$ cat config.mk
export PLATFORM = sky130hd
export DESIGN_NAME = gap_framed_word_fifo
export DESIGN_NICKNAME = d
export VERILOG_FILES = /design/src/sv/gfw_pkg.sv /design/src/sv/gap_framed_word_fifo.sv /design/src/sv/gfw_store.sv /design/src/sv/gfw_ctrl.sv
export SDC_FILE = /design/constraint.sdc
export NUM_CORES = 1
export LEC_CHECK = 0
export BUFFER_PORTS_ARGS = -buffer_cell sky130_fd_sc_hd__buf_2
export CORE_MARGIN = 8
export CORE_UTILIZATION = 58
export CTS_CLUSTER_DIAMETER = 100
export DETAILED_ROUTE_END_ITERATION = 6
export PLACE_DENSITY_LB_ADDON = 0.05
export SYNTH_ARGS = -nofsm -noshare
export SYNTH_HDL_FRONTEND = slang
export SYNTH_SLANG_ARGS = --single-unit
$ cat constraint.sdc
create_clock -name clk -period 3.15 [get_ports clk]
set_input_delay 0.63 -clock clk [delete_from_list [all_inputs] [get_ports clk]]
set_output_delay 0.63 -clock clk [all_outputs]
set_load 0.005 [all_outputs]
$ cat src/sv/gfw_pkg.sv
// ----------------------------------------------------------------------------
// gfw_pkg
// Shared types and constants for the gap framed word FIFO.
// ----------------------------------------------------------------------------
package gfw_pkg;

	typedef logic [1:0]  action_t;
	typedef logic [15:0] word_t;
	typedef logic [7:0]  byte_t;

	localparam action_t ACT_TICK = 2'd0;
	localparam action_t ACT_BYTE = 2'd1;
	localparam action_t ACT_READ = 2'd2;

	localparam word_t GAP_THRESHOLD_RESET = 16'd10;
	localparam word_t IDLE_MAX            = 16'hFFFF;

	typedef struct packed {
		logic  wr_en;
		logic  rd_en;
		word_t wr_data;
	} store_req_t;

endpackage

$ cat src/sv/gap_framed_word_fifo.sv
// ----------------------------------------------------------------------------
// gap_framed_word_fifo
// Frames received bytes into 16-bit words by idle gaps and queues them in a
// small overwriting ring store.
// ----------------------------------------------------------------------------
// Usage:
//   Command channel: an item transfers at a rising edge with start high and
//   busy low. busy is always low, so one command is taken every cycle.
//   action selects tick, received byte or read; rx_byte is used for bytes.
//   Config: cfg_we with cfg_wdata writes gap_threshold (reset value 10);
//   write it only while no read response is pending.
//   Response: a read gives one result, done high for exactly one cycle, the
//   cycle after the read transfers (done is registered, and so is the read of
//   the store memory). word holds the oldest word, word_valid is 1; on an
//   empty store word is 0 and word_valid 0. Ticks and bytes give no result.
//   The receiver cannot stall; each result must be taken in its cycle.
//   Reset clears idle count, held byte, pointers and full flag at once; the
//   store memory itself is not cleared, no entry is read before it is written.
// ----------------------------------------------------------------------------
module gap_framed_word_fifo #(
	parameter int STORE_DEPTH = 2
) (
	input  logic             clk,
	input  logic             arst_n,
	input  logic             start,
	output logic             busy,
	input  gfw_pkg::action_t action,
	input  gfw_pkg::byte_t   rx_byte,
	input  logic             cfg_we,
	input  gfw_pkg::word_t   cfg_wdata,
	output logic             done,
	output gfw_pkg::word_t   word,
	output logic             word_valid
);
	import gfw_pkg::*;

	localparam int AW = (STORE_DEPTH > 1) ? $clog2(STORE_DEPTH) : 1;

	store_req_t    req;
	logic [AW-1:0] wr_addr;
	logic [AW-1:0] rd_addr;
	word_t         rd_data;
	logic          rsp_s1;
	logic          hit_s1;
	logic          accept;

	assign busy   = 1'b0;
	assign accept = start && !busy;

	gfw_ctrl #(
		.STORE_DEPTH(STORE_DEPTH),
		.AW         (AW)
	) u_ctrl (
		.clk      (clk),
		.arst_n   (arst_n),
		.accept   (accept),
		.action   (action),
		.rx_byte  (rx_byte),
		.cfg_we   (cfg_we),
		.cfg_wdata(cfg_wdata),
		.req      (req),
		.wr_addr  (wr_addr),
		.rd_addr  (rd_addr),
		.rsp_s1   (rsp_s1),
		.hit_s1   (hit_s1)
	);

	gfw_store #(
		.STORE_DEPTH(STORE_DEPTH),
		.AW         (AW)
	) u_store (
		.clk    (clk),
		.req    (req),
		.wr_addr(wr_addr),
		.rd_addr(rd_addr),
		.rd_data(rd_data)
	);

	assign done       = rsp_s1;
	assign word_valid = hit_s1;
	assign word       = hit_s1 ? rd_data : '0;

endmodule

$ cat src/sv/gfw_store.sv
// ----------------------------------------------------------------------------
// gfw_store
// Word store: one write port, one read port, registered read data.
// ----------------------------------------------------------------------------
module gfw_store #(
	parameter int STORE_DEPTH = 2,
	parameter int AW          = 1
) (
	input  logic                clk,
	input  gfw_pkg::store_req_t req,
	input  logic [AW-1:0]       wr_addr,
	input  logic [AW-1:0]       rd_addr,
	output gfw_pkg::word_t      rd_data
);
	import gfw_pkg::*;

	word_t mem [STORE_DEPTH];
	word_t rd_data_q;

	always_ff @(posedge clk) begin
		if (req.wr_en) begin
			mem[wr_addr] <= req.wr_data;
		end
	end

	always_ff @(posedge clk) begin
		if (req.rd_en) begin
			rd_data_q <= mem[rd_addr];
		end
	end

	assign rd_data = rd_data_q;

endmodule

$ cat src/sv/gfw_ctrl.sv
// ----------------------------------------------------------------------------
// gfw_ctrl
// Idle counting, byte framing, ring pointers and read response timing.
// ----------------------------------------------------------------------------
module gfw_ctrl #(
	parameter int STORE_DEPTH = 2,
	parameter int AW          = 1
) (
	input  logic                 clk,
	input  logic                 arst_n,
	input  logic                 accept,
	input  gfw_pkg::action_t     action,
	input  gfw_pkg::byte_t       rx_byte,
	input  logic                 cfg_we,
	input  gfw_pkg::word_t       cfg_wdata,
	output gfw_pkg::store_req_t  req,
	output logic [AW-1:0]        wr_addr,
	output logic [AW-1:0]        rd_addr,
	output logic                 rsp_s1,
	output logic                 hit_s1
);
	import gfw_pkg::*;

	localparam logic [AW-1:0] LAST = AW'(STORE_DEPTH - 1);

	word_t         thr_q;
	word_t         idle_q;
	byte_t         high_q;
	logic [AW-1:0] wp_q;
	logic [AW-1:0] rp_q;
	logic          full_q;

	logic          empty;
	logic          push;
	logic          pop;
	logic [AW-1:0] wp_nxt;
	logic [AW-1:0] rp_nxt;

	assign empty  = (wp_q == rp_q) && !full_q;
	assign wp_nxt = (wp_q == LAST) ? '0 : wp_q + 1'b1;
	assign rp_nxt = (rp_q == LAST) ? '0 : rp_q + 1'b1;

	always_comb begin
		push = 1'b0;
		pop  = 1'b0;
		if (accept) begin
			case (action)
				ACT_BYTE: push = (idle_q <= thr_q);
				ACT_READ: pop  = !empty;
				default:  ;
			endcase
		end
	end

	assign req.wr_en   = push;
	assign req.rd_en   = pop;
	assign req.wr_data = {high_q, rx_byte};
	assign wr_addr     = wp_q;
	assign rd_addr     = rp_q;

	always_ff @(posedge clk or negedge arst_n) begin
		if (!arst_n) begin
			thr_q  <= GAP_THRESHOLD_RESET;
			idle_q <= '0;
			high_q <= '0;
			wp_q   <= '0;
			rp_q   <= '0;
			full_q <= 1'b0;
			rsp_s1 <= 1'b0;
			hit_s1 <= 1'b0;
		end else begin
			rsp_s1 <= accept && (action == ACT_READ);
			hit_s1 <= pop;
			if (cfg_we) begin
				thr_q <= cfg_wdata;
			end
			if (accept) begin
				case (action)
					ACT_TICK: begin
						if (idle_q != IDLE_MAX) begin
							idle_q <= idle_q + 16'd1;
						end
					end
					ACT_BYTE: begin
						idle_q <= '0;
						if (!push) begin
							high_q <= rx_byte;
						end else begin
							// advance oldest with the write when overwriting
							wp_q <= wp_nxt;
							if (full_q) begin
								rp_q <= rp_nxt;
							end
							full_q <= (wp_nxt == (full_q ? rp_nxt : rp_q));
						end
					end
					ACT_READ: begin
						if (pop) begin
							rp_q   <= rp_nxt;
							full_q <= 1'b0;
						end
					end
					default: ;
				endcase
			end
		end
	end

endmodule

# ---- Word-level counts from Yosys, hierarchy flattened
# Memories as Yosys holds them, arrays and structs flattened. A register that Yosys moved wholly into a read port is not among the register bits.
# Cells that the tools add are included.
dict set report op_classes {
  reduce_logical 11
  eq_ne 8
  mux 18
  add_sub_neg 3
  bitwise_logic 1
  order_cmp 1
}
# operator count
set ops {}
lappend ops {{2-to-1 mux 16 bit} 2}
lappend ops {{case mux 16 bit (2 select lines)} 1}
lappend ops {{adder 16 x 1 -> 16 bit (second input constant)} 1}
lappend ops {{less-or-equal comparator 16 bit} 1}
lappend ops {{inequality test 16 bit (second input constant)} 1}
lappend ops {{2-to-1 mux 1 bit} 13}
lappend ops {{AND reduction 3 bit} 3}
lappend ops {{inequality test 2 x 1 -> 1 bit (second input constant)} 3}
lappend ops {{case mux 1 bit (2 select lines)} 2}
lappend ops {{AND reduction 4 bit} 1}
lappend ops {{nonzero test 2 bit} 2}
lappend ops {{adder 1 bit (second input constant)} 2}
lappend ops {{equality test 1 bit} 2}
lappend ops {{equality test 2 x 1 -> 1 bit (second input constant)} 1}
lappend ops {{equality test 2 bit (second input constant)} 1}
lappend ops {{logical AND 1 bit} 2}
lappend ops {{zero test 1 bit} 2}
lappend ops {{zero test 2 bit} 1}
lappend ops {{NOT 1 bit} 1}
dict set report word_totals {
  word_cells 51
  ram_bits 32
  output_inout_bits 19
  regBits 45
  memories 1
}
# memory depth word_bits read_ports rd_ports_with_merged_regs wr line_no
set memory_table {}
lappend memory_table {u_store.mem 2 16 1 1 1 gfw_store.sv:17} ;# word_t mem [STORE_DEPTH];

# ---- Longest topological paths before layout
# Gate-level depths: netlist of the first run.
dict set report depth {
  ltp_word 7
  depth_mapped 9
}

# ---- By module
# Synthesis of the first run repeated with hierarchy kept, for this count alone.
dict set report hier_totals {
  cells_unflattened 336
  area_unflattened_um2 4305.4
}
# module instances area_per_inst_um2 cells_per_inst
set modules_own_cells {}
lappend modules_own_cells {gfw_ctrl 1 2464.9 249}
lappend modules_own_cells {gfw_store 1 1702.9 68}
lappend modules_own_cells {gap_framed_word_fifo 1 137.6 19}

# ---- Worst setup path before layout of the first run
# OpenSTA, ideal clock, no wires.
dict set report synth_path {
  kind {register -> register}
  from {register u_ctrl.idle_q[14]}
  to {memory u_store.mem[1][0] (netlist bit), enable pin}
  path_buffers 0
  required_time_ns 2.776
  stages_incl_launch_ff 6
  path_slack_ns 0.680
  arrival_ns 2.096
  cell_sequence {dfrtp_1 > ha_1 > nand4_1 > or4_1 > a21oi_1 > and2_1}
}
dict set report synth_between {
  elab_chain_len 5
}
# item line_no
set synth_lines {}
lappend synth_lines {{start, declared} gfw_ctrl.sv:27} ;# word_t idle_q;
lappend synth_lines {{start signal, assigned} gfw_ctrl.sv:81} ;# idle_q <= idle_q + 16'd1;
lappend synth_lines {{less-or-equal comparator 16 bit} gfw_ctrl.sv:48} ;# ACT_BYTE: push = (idle_q <= thr_q);
lappend synth_lines {{2-to-1 mux 1 bit} gfw_ctrl.sv:47} ;# case (action)
lappend synth_lines {{2-to-1 mux 1 bit} gfw_ctrl.sv:46} ;# if (accept) begin
lappend synth_lines {{2-to-1 mux 1 bit} gfw_store.sv:21} ;# if (req.wr_en) begin
lappend synth_lines {{2-to-1 mux 1 bit (implied by the code)} gfw_store.sv:22} ;# mem[wr_addr] <= req.wr_data;
lappend synth_lines {{end, declared} gfw_store.sv:17}
# Every way passes these cells.

# ---- Worst setup path after layout of the first run
dict set report layout_path {
  from {register u_ctrl.thr_q[1]}
  to {register u_ctrl.high_q[2]}
}
dict set report layout_between {
  elab_chain_len 5
}
# item line_no
set layout_lines {}
lappend layout_lines {{start, declared} gfw_ctrl.sv:26} ;# word_t thr_q;
lappend layout_lines {{start signal, assigned} gfw_ctrl.sv:75} ;# thr_q <= cfg_wdata;
lappend layout_lines {{less-or-equal comparator 16 bit} gfw_ctrl.sv:48}
lappend layout_lines {{2-to-1 mux 1 bit} gfw_ctrl.sv:47}
lappend layout_lines {{2-to-1 mux 1 bit} gfw_ctrl.sv:46}
lappend layout_lines {{NOT 1 bit (no source line)} --}
lappend layout_lines {{AND reduction 3 bit (no source line)} --}
lappend layout_lines {{end signal, assigned} gfw_ctrl.sv:87} ;# high_q <= rx_byte;
lappend layout_lines {{end, declared} gfw_ctrl.sv:28} ;# byte_t high_q;
# Every way passes these cells.
# A chain may end at the register's enable or synchronous reset.

==> flow_summary.yaml, run 1 <==
critical_path:
  critPathMaxFanout: 8
  critPathMaxStageDelay_ns: 0.53
  critPathKind: "flip-flop to flip-flop"
  start_kind: "flip-flop"
  required_ns: 3.39
  cp_cell_sequence: "inv_1, ha_1, nor2b_1, o211ai_1, a2111o_1, nand3_1, and3b_1, mux2_2"
  critPathArrivalTime_ns: 2.76
  critPathCaptureType: "flip-flop"
  critPathSlowestCell: "dfstp_2"
pwr:
  finalPower_mw: 2.68
  p_leak_nw: 2.06
  p_switching_mw: 0.755
  power_frac_comb: 0.160
  ir_drop_uv: 290
  seqPwrFrac: 0.549
  sw_frac_of_total: 0.282
  power.share.clock: 0.292
  p_int_mw: 1.92
  power_density_nw_per_um2: 572
layout:
  area_growth_syn_to_layout_pct: 12.6
  fin_area_um2: 4680
  stdcell_count: 485
  layout-drive-gt1-share: 0.256
  fin_nets: 431
  antennaDiodeCount: 0
  final_util: 0.660
sta:
  grt_setup_unrepaired: "no"
  fin_tns_setup_ns: 0
  hold_violations: 0
  max_freq_mhz: 397
  whs_ns: 0.419
  slew_viol_final: 0
  post-route-min-period_ns: 2.52
  finalSetupViolations: 0
  timing.final.crit_share: 0.799
  slew_headroom: 0.325
  worst_pin_slew_ns: 1.01
  worst_slack_ns: 0.634
  fin_skew_ns: 0.0138
placement:
  finalWeightedCongestion: 0.880
  placed_cells: 469
  hpwl_um: 5170
  port_buffers: 47
  place_ws_ns: 0.619
  dpl_cell_area_um2: 4480
logic_synthesis:
  ys_seq_area_frac: 0.618
  synth.distinct_cells: 43
  synth_edf_count: 48
  synth_top_area_share: 0.347
  netlist_instances: 331
  post-synth-top-area-cell: "edfxtp_1"
  synthFlopType: "edfxtp_1"
  postSynthAreaPerCell_um2: 12.6
  yosysWarnings: 0
  async_reset_ff_frac: 0.484
  synth-seq-cells: 93
  synth_area_um2: 4160
  synthTopCellsByArea: "edfxtp_1, dfrtp_1, mux2_2"
  synthesis.nets: 381
clocking:
  insertion_delay_ns: 0.36
  cts_tree: "yes"
  cts-buffers-inserted: 9
  hold_buffers: 0
  cts_resized: 0
  htree_num_levels: 3
  clock_path_buffers: 2
  clk_transition_reported_paths_ns: 0.10
  cts_root_buf: "clkbuf_8"
  post_cts_buffers: 0
  cts_sinks: 93
die:
  fp.dieArea_um2: 10100
  initial_core_util: 0.586
  die_width_um: 101
  die_y_um: 101
  pin_count: 49
  coreArea_um2: 7100
  row_count: 31
routing:
  drt_iter0_markers: 59
  vias: 2512
  wirelength_um: 7270
  first_pass_iters: 4
  via_per_inst: 5.18
  detail-route-antenna-nets: 0
  drc_errors: 0
  wl_per_cell_um: 15.0
hold_path:
  hold_class: "input port to asynchronous set/reset pin"
global_routing:
  grt_usage: 0.153
  grt_pass1_wl_um: 11900
  antenna_found_initial: 0
  grt_max_degree: 46
  grt.overflow.total: 0
  grt_pass1_vias: 2488
job:
  max_cap_violations: 0
status:
  status: "finished, final reports clean"
per-layer routing:
layer / wire length, um / track usage
met4: 110 / 0.0628
met5: 0 / 0
met1: 3120 / 0.172
met3: 299 / 0.0373
met2: 3740 / 0.270
Yosys cell counts (3+ instances only):
| master | count |
|---|---|
| mux2_2 | 25 |
| nand2_1 | 32 |
| nand3_1 | 6 |
| dfrtp_1 | 43 |
| clkbuf_1 | 8 |
| o21ai_0 | 20 |
| xor2_1 | 9 |
| nor3_1 | 3 |
| and2_1 | 19 |
| a21oi_1 | 11 |
| inv_1 | 22 |
| edfxtp_1 | 48 |
| nor2_1 | 20 |
| ha_1 | 20 |
| xnor2_1 | 7 |
| nand4_1 | 8 |
worst max-delay path: cells and delay by family (launching register included):
kind / cells / cell delay [ns]
AND/OR/NAND/NOR: 3 / 0.67
flip-flops: 1 / 0.53
AO/OA/AOI/OAI: 2 / 0.48
multiplexers: 1 / 0.39
adder cells (fa/ha/maj): 1 / 0.29
buffers and inverters: 1 / 0.06
logic make-up after synthesis:
| group | share of synthesized area |
|---|---|
| simple gates | 0.125 |
| flops | 0.618 |
| compound gates | 0.0593 |
| buf+inv | 0.0355 |
| mux | 0.0677 |
| fa+ha+maj | 0.0602 |
| xor+xnor | 0.0337 |
| other cells | 0.000902 |
registers in the layout, summed over array words and instances, names as in the netlist:
signal / cells
u_ctrl.hit_s1: 1
u_ctrl.full_q: 1
u_ctrl.wr_addr: 1
u_store.mem: 32
u_store.rd_data: 16
u_ctrl.high_q: 8
u_ctrl.rd_addr: 1
u_ctrl.thr_q: 16
u_ctrl.rsp_s1: 1
u_ctrl.idle_q: 16
placed cells by master (no fill, tap or decap), types with 2 or more instances in the layout:
cell type,Yosys,layout
edfxtp_1,48,48
buf_2,1,47
dfrtp_1,43,43
nand2_1,32,32
mux2_2,25,25
inv_1,22,22
nor2_1,20,20
o21ai_0,20,20
ha_1,20,20
and2_1,19,19
a21oi_1,11,11
xor2_1,9,9
clkbuf_8,0,9
nand4_1,8,8
xnor2_1,7,7
nand3_1,6,6
buf_4,1,4
nor3_1,3,3
inv_8,0,3
o31ai_1,2,2
clkinv_4,0,2
dfstp_2,2,2
worst paths after layout:
| kind | startpoint | end | slack, ns | cells after the start |
|---|---|---|---|---|
| setup / recovery | u_ctrl.thr_q[1] | u_ctrl.high_q[2] | 0.63 | 8 |
| min in group clk | rx_byte[5] | u_store.mem[1][5] | 0.46 | 1 |
| hold reg to reg | u_ctrl.high_q[2] | u_store.mem[0][10] | 0.48 | 0 |
| setup reg to reg | u_ctrl.thr_q[1] | u_ctrl.high_q[2] | 0.63 | 8 |
| hold / removal | arst_n | u_ctrl.idle_q[12] | 0.42 | 1 |
| max in group asynchronous | arst_n | u_ctrl.idle_q[8] | 2.09 | 1 |
power groups by stage:
stage          clock network (mW)  registers [mW]  logic, mW
4_1_cts                     0.806            1.47      0.437
2_1_floorplan                   0            1.48      0.309
3_3_place_gp                    0            1.49      0.422
3_5_place_dp                    0            1.50      0.433
5_1_grt                     0.853            1.49      0.481
6_report                    0.781            1.47      0.427
layout make-up:
class                      instances  area, um2
multi-input combinational        204       1440
sequential                        93       2570
inverter                          22       82.6
tap                               99        124
clock buffer                       9        124
clock inverter                     7       76.3
fill                             559       2420
timing repair buffer              51        265
Power figures use the tool's default switching activity.
==> run 2: changes to the inputs <==
Settings changed: CORE_UTILIZATION 58 to 52.
Clock period 3.15 ns to 2.28 ns, I/O delays scaled along.
==> run 2 against run 1 <==
  * The run now ends with setup timing left
  * Critical path depth did not move
  * Combinational power up 59%
  * Core utilization decreased by 0.48 points
  * Final cell count grew 6.6%
  * Clock-buffer cell count unchanged
  * Register-to-register slack got worse by 0.67 ns
  * First-iteration DRC count rose by 110%
  * Die area rose by 9.7%
  * Worst setup slack got worse by 0.67 ns
  * Power increased by 40%
  * Sequential power grew 38%
  * Critical path type unchanged
  * Highest routed layer unchanged
==> flow_summary.yaml, run 2 (synthesis results as in run 1) <==
die:
  initial_core_util: 0.538
  coreArea_um2: 7730
  pin_count: 49
  die_width_um: 105
  die_y_um: 105
  row_count: 32
  fp.dieArea_um2: 11100
sta:
  worst_slack_ns: -0.0387
  timing.final.crit_share: 1.02
  finalSetupViolations: 8
  post-route-min-period_ns: 2.32
  grt_setup_unrepaired: "yes"
  fin_tns_setup_ns: -0.193
  slew_viol_final: 0
  max_freq_mhz: 431
  hold_violations: 0
  fin_skew_ns: 0.0147
  whs_ns: 0.0586
  slew_headroom: 0.582
  worst_pin_slew_ns: 0.627
pwr:
  seqPwrFrac: 0.544
  power_frac_comb: 0.182
  power_density_nw_per_um2: 740
  p_switching_mw: 1.04
  power.share.clock: 0.275
  sw_frac_of_total: 0.277
  p_leak_nw: 2.23
  finalPower_mw: 3.74
  ir_drop_uv: 332
  p_int_mw: 2.70
clocking:
  cts_root_buf: "clkbuf_8"
  cts_sinks: 93
  cts_tree: "yes"
  clk_transition_reported_paths_ns: 0.10
  clock_path_buffers: 2
  cts-buffers-inserted: 9
  insertion_delay_ns: 0.36
  htree_num_levels: 3
critical_path:
  cp-startpoint: "u_ctrl.idle_q[14]"
  start_kind: "flip-flop"
  r2r_start: "u_ctrl.idle_q[14]"
  critPathMaxFanout: 8
  cp_top_family: "simple AND/OR/NAND/NOR gates"
  critPathCaptureType: "flip-flop"
  cp_num_buf_inv: 2
  critPathKind: "flip-flop to flip-flop"
  critPathArrivalTime_ns: 2.56
  cp_cell_sequence: "ha_1, nand4_1, buf_4, a2111o_1, nand3_2, and3b_2, buf_12, mux2_4"
  critPathSlowestCell: "a2111o_1"
  r2r_setup_slack_ns: -0.04
  required_ns: 2.52
  critPathMaxStageDelay_ns: 0.41
global_routing:
  grt_max_degree: 32
  grt_pass1_vias: 2809
  grt_pass1_wl_um: 13900
  grt_usage: 0.157
  antenna_found_initial: 0
  grt.overflow.total: 0
routing:
  wirelength_um: 8180
  via_per_inst: 5.26
  wl_per_cell_um: 15.8
  first_pass_iters: 4
  detail-route-antenna-nets: 0
  drt_iter0_markers: 125
  drc_errors: 0
  vias: 2720
status:
  violations: "setup timing"
  status: "complete, but fails checks"
layout:
  stdcell_count: 517
  final_cell_mix: "edfxtp_1, buf_2, dfrtp_1"
  largest_register_ffs: 32
  mostFrequentLayoutCell: "edfxtp_1"
  layout-drive-gt1-share: 0.347
  antennaDiodeCount: 0
  fin_nets: 460
  area_growth_syn_to_layout_pct: 21.7
  top_register: "u_store.mem"
placement:
  finalWeightedCongestion: 0.844
  port_buffers: 47
  hpwl_um: 5750
  placed_cells: 498
job:
  max_cap_violations: 0
hold_path:
  hold_class: "input port to asynchronous set/reset pin"
## run 2: changes by cell type in the layout (fill, tap and decap cells not counted), sizes merged
cell / delta
inv: -1
buf: +29
clkinvlp: +2
clkinv: -1
## run 2: worst paths after layout
path / to / cells past startpoint
worst max-delay path: u_ctrl.high_q[2] / 8
worst min-delay path: u_ctrl.idle_q[12] / 1
worst max register to register: u_ctrl.high_q[2] / 8
worst min register to register: u_store.mem[1][8] / 0
max in group asynchronous: u_ctrl.thr_q[3] / 2
min in group clk: u_ctrl.thr_q[5] / 3
## run 2: layout make-up
class | count | area, um2
Clock buffer | 9 | 124
Clock inverter | 7 | 57.6
Fill cell | 624 | 2670
Inverter | 22 | 82.6
Multi-Input combinational cell | 204 | 1560
Sequential cell | 93 | 2570
Tap cell | 102 | 128
Timing Repair Buffer | 80 | 533
## run 2: through the flow
step                      setup slack [ns]  utilization  area (um2)
after global placement             -0.0208        0.613        4730
after floorplan                    -0.0111            -        4160
after global routing                -0.128        0.655        5060
after detailed placement           -0.0610        0.613        4730
final                              -0.0387        0.655        5060
after CTS                          -0.0650        0.644        4980
## run 2: power groups by stage
stage	clock, mW	sequential, mW	combinational (mW)
after floorplan	0	2.04	0.428
after global placement	0	2.06	0.635
after detailed placement	0	2.07	0.651
after CTS	1.06	2.03	0.666
after global routing	1.12	2.06	0.767
final	1.03	2.03	0.680
## run 2: repair_timing
| item | in CTS | in global routing |
|---|---|---|
| endpoints found under the setup margin | 46 | 49 |
| gates resized for setup | 12 | 12 |
| hold buffers | 0 | 0 |
| pin swaps | 5 | 6 |
| setup buffers | 2 | 1 |
## run 2: layer usage
metal / track usage / wire length, um
met5: 0 / 0
met4: 0.0632 / 158
met3: 0.0378 / 381
met2: 0.271 / 4260
met1: 0.184 / 3380
==> run 3: changes to the inputs <==
Settings changed: CORE_ASPECT_RATIO set to 0.7.
==> run 3 against run 2 <==
  * The run still ends with setup timing left
  * Combinational power up 4.7%
  * Sequential share of layout area down 0.94 points
  * Core utilization up 0.55 points
  * Hold slack better by 0.092 ns
  * Critical path depth up 1
  * First-iteration DRC count up 46%
  * Global-route usage up 0.24 points
  * Non-clock buffer count unchanged
  * Final area up 1.8%
  * Register-to-register slack about the same
  * Clock power up 45%
  * Routed wire length up 3.2%
  * Highest routed layer unchanged
==> flow_summary.yaml, run 3 (synthesis results as in run 1) <==
clocking:
  cts-buffers-inserted: 9
  cts_sinks: 93
  clk_transition_reported_paths_ns: 0.07
  clock_path_buffers: 2
  hold_buffers: 0
  htree_num_levels: 3
  insertion_delay_ns: 0.33
  cts_root_buf: "clkbuf_16"
  cts_tree: "yes"
layout:
  layout-drive-gt1-share: 0.337
  antennaDiodeCount: 0
  top_register: "u_store.mem"
  final_util: 0.660
  largest_register_ffs: 32
  area_growth_syn_to_layout_pct: 23.9
  final_cell_mix: "edfxtp_1, buf_2, dfrtp_1"
  fin_area_um2: 5150
  mostFrequentLayoutCell: "edfxtp_1"
  fin_nets: 460
routing:
  wl_per_cell_um: 16.4
  drt_iter0_markers: 183
  first_pass_iters: 5
  via_per_inst: 5.11
  wirelength_um: 8440
  drc_errors: 0
  vias: 2638
  detail-route-antenna-nets: 0
hold_path:
  hold_class: "input port to asynchronous set/reset pin"
critical_path:
  cp-startpoint: "u_ctrl.thr_q[1]"
  required_ns: 2.50
  critPathArrivalTime_ns: 2.53
  rr_worst_depth: 9
  critPathMaxFanout: 8
  critPathKind: "flip-flop to flip-flop"
  start_kind: "flip-flop"
  critPathCaptureType: "flip-flop"
  r2r_start: "u_ctrl.thr_q[1]"
pwr:
  p_int_mw: 3.17
  ir_drop_uv: 770
  sw_frac_of_total: 0.253
  power.share.clock: 0.351
  p_switching_mw: 1.07
  finalPower_mw: 4.24
  p_leak_nw: 2.28
  power_frac_comb: 0.168
  seqPwrFrac: 0.481
  power_density_nw_per_um2: 823
sta:
  worst_slack_ns: -0.0363
  post-route-min-period_ns: 2.32
  slew_headroom: 0.554
  slew_viol_final: 0
  finalSetupViolations: 8
  grt_setup_unrepaired: "yes"
  hold_violations: 0
  max_freq_mhz: 432
  fin_skew_ns: 0.0107
  fin_tns_setup_ns: -0.235
  timing.final.crit_share: 1.02
  worst_pin_slew_ns: 0.669
status:
  status: "complete, but fails checks"
  violations: "setup timing"
die:
  coreArea_um2: 7800
  die_width_um: 123
  fp.dieArea_um2: 11200
  initial_core_util: 0.533
  die_y_um: 90.8
  row_count: 27
  pin_count: 49
global_routing:
  grt_max_degree: 32
  antenna_found_initial: 0
  grt_pass1_vias: 2646
  grt.overflow.total: 0
  grt_pass1_wl_um: 13700
  grt_usage: 0.159
job:
  max_cap_violations: 0
placement:
  hpwl_um: 5960
  port_buffers: 47
  finalWeightedCongestion: 0.866
  dpl_cell_area_um2: 4730
==> run 3: cell count changes in the layout (fill, tap and decap cells not counted), sizes merged <==
cell	delta
bufinv	+1
inv	-1
clkinvlp	-1
clkbuf	+1
==> run 3: final cells by class <==
| class | count | area, um2 |
|---|---|---|
| sequential | 93 | 2570 |
| tap | 101 | 126 |
| multi-input combinational | 204 | 1550 |
| clock inverter | 6 | 70.1 |
| timing repair buffer | 80 | 520 |
| clock buffer | 10 | 229 |
| inverter | 22 | 82.6 |
| fill | 597 | 2650 |
==> run 3: final timing paths <==
kind	endpoint	slack [ns]
max	u_ctrl.high_q[1]	-0.04
min	u_ctrl.thr_q[9]	0.15
max in group asynchronous	u_ctrl.thr_q[3]	1.46
max reg2reg	u_ctrl.high_q[1]	-0.04
min reg2reg	u_store.mem[0][11]	0.48
min in group clk	u_ctrl.thr_q[15]	0.32
==> run 3: per-layer routing <==
| metal | global-route usage | up-vias | wire length [um] | share of wire |
|---|---|---|---|---|
| li1 | - | 1314 | - | - |
| met1 | 0.248 | 1256 | 4540 | 0.54 |
| met2 | 0.202 | 63 | 3380 | 0.40 |
| met3 | 0.0525 | 5 | 472 | 0.056 |
| met4 | 0.0425 | 0 | 50 | 0.0059 |
| met5 | 0 | - | 0 | 0 |
==> run 3: what timing repair did <==
item	CTS	global route
resized for setup	14	10
buffers inserted	2	0
setup endpoints to repair	54	45
gates cloned	0	0
pin swaps	5	5
==> run 3: power groups by stage <==
stage                     clock, mW  sequential [mW]  combinational (mW)
after floorplan                   0             2.04               0.428
after global placement            0             2.06               0.644
after detailed placement          0             2.06               0.658
after CTS                      1.52             2.04               0.692
after global routing           1.60             2.05               0.789
final                          1.49             2.04               0.712
==> run 3: worst max-delay path: stages (launching register included) <==
cell and delay, ns:
dfstp_2 0.53, inv_2 0.05, ha_4 0.26, nor2b_4 0.12
o211ai_1 0.09, a2111o_1 0.40, nand3_2 0.10, and3b_2 0.21
buf_12 0.14, mux2_4 0.30
==> run 3: through the flow <==
stage          worst slack, ns  hold slack [ns]  instances
2_1_floorplan          -0.0111            0.160        331
3_3_place_gp           -0.0170            0.449        498
3_5_place_dp           -0.0739            0.455        498
4_1_cts                -0.0643            0.174        516
5_1_grt                -0.0968            0.197        516
6_report               -0.0363            0.151        516
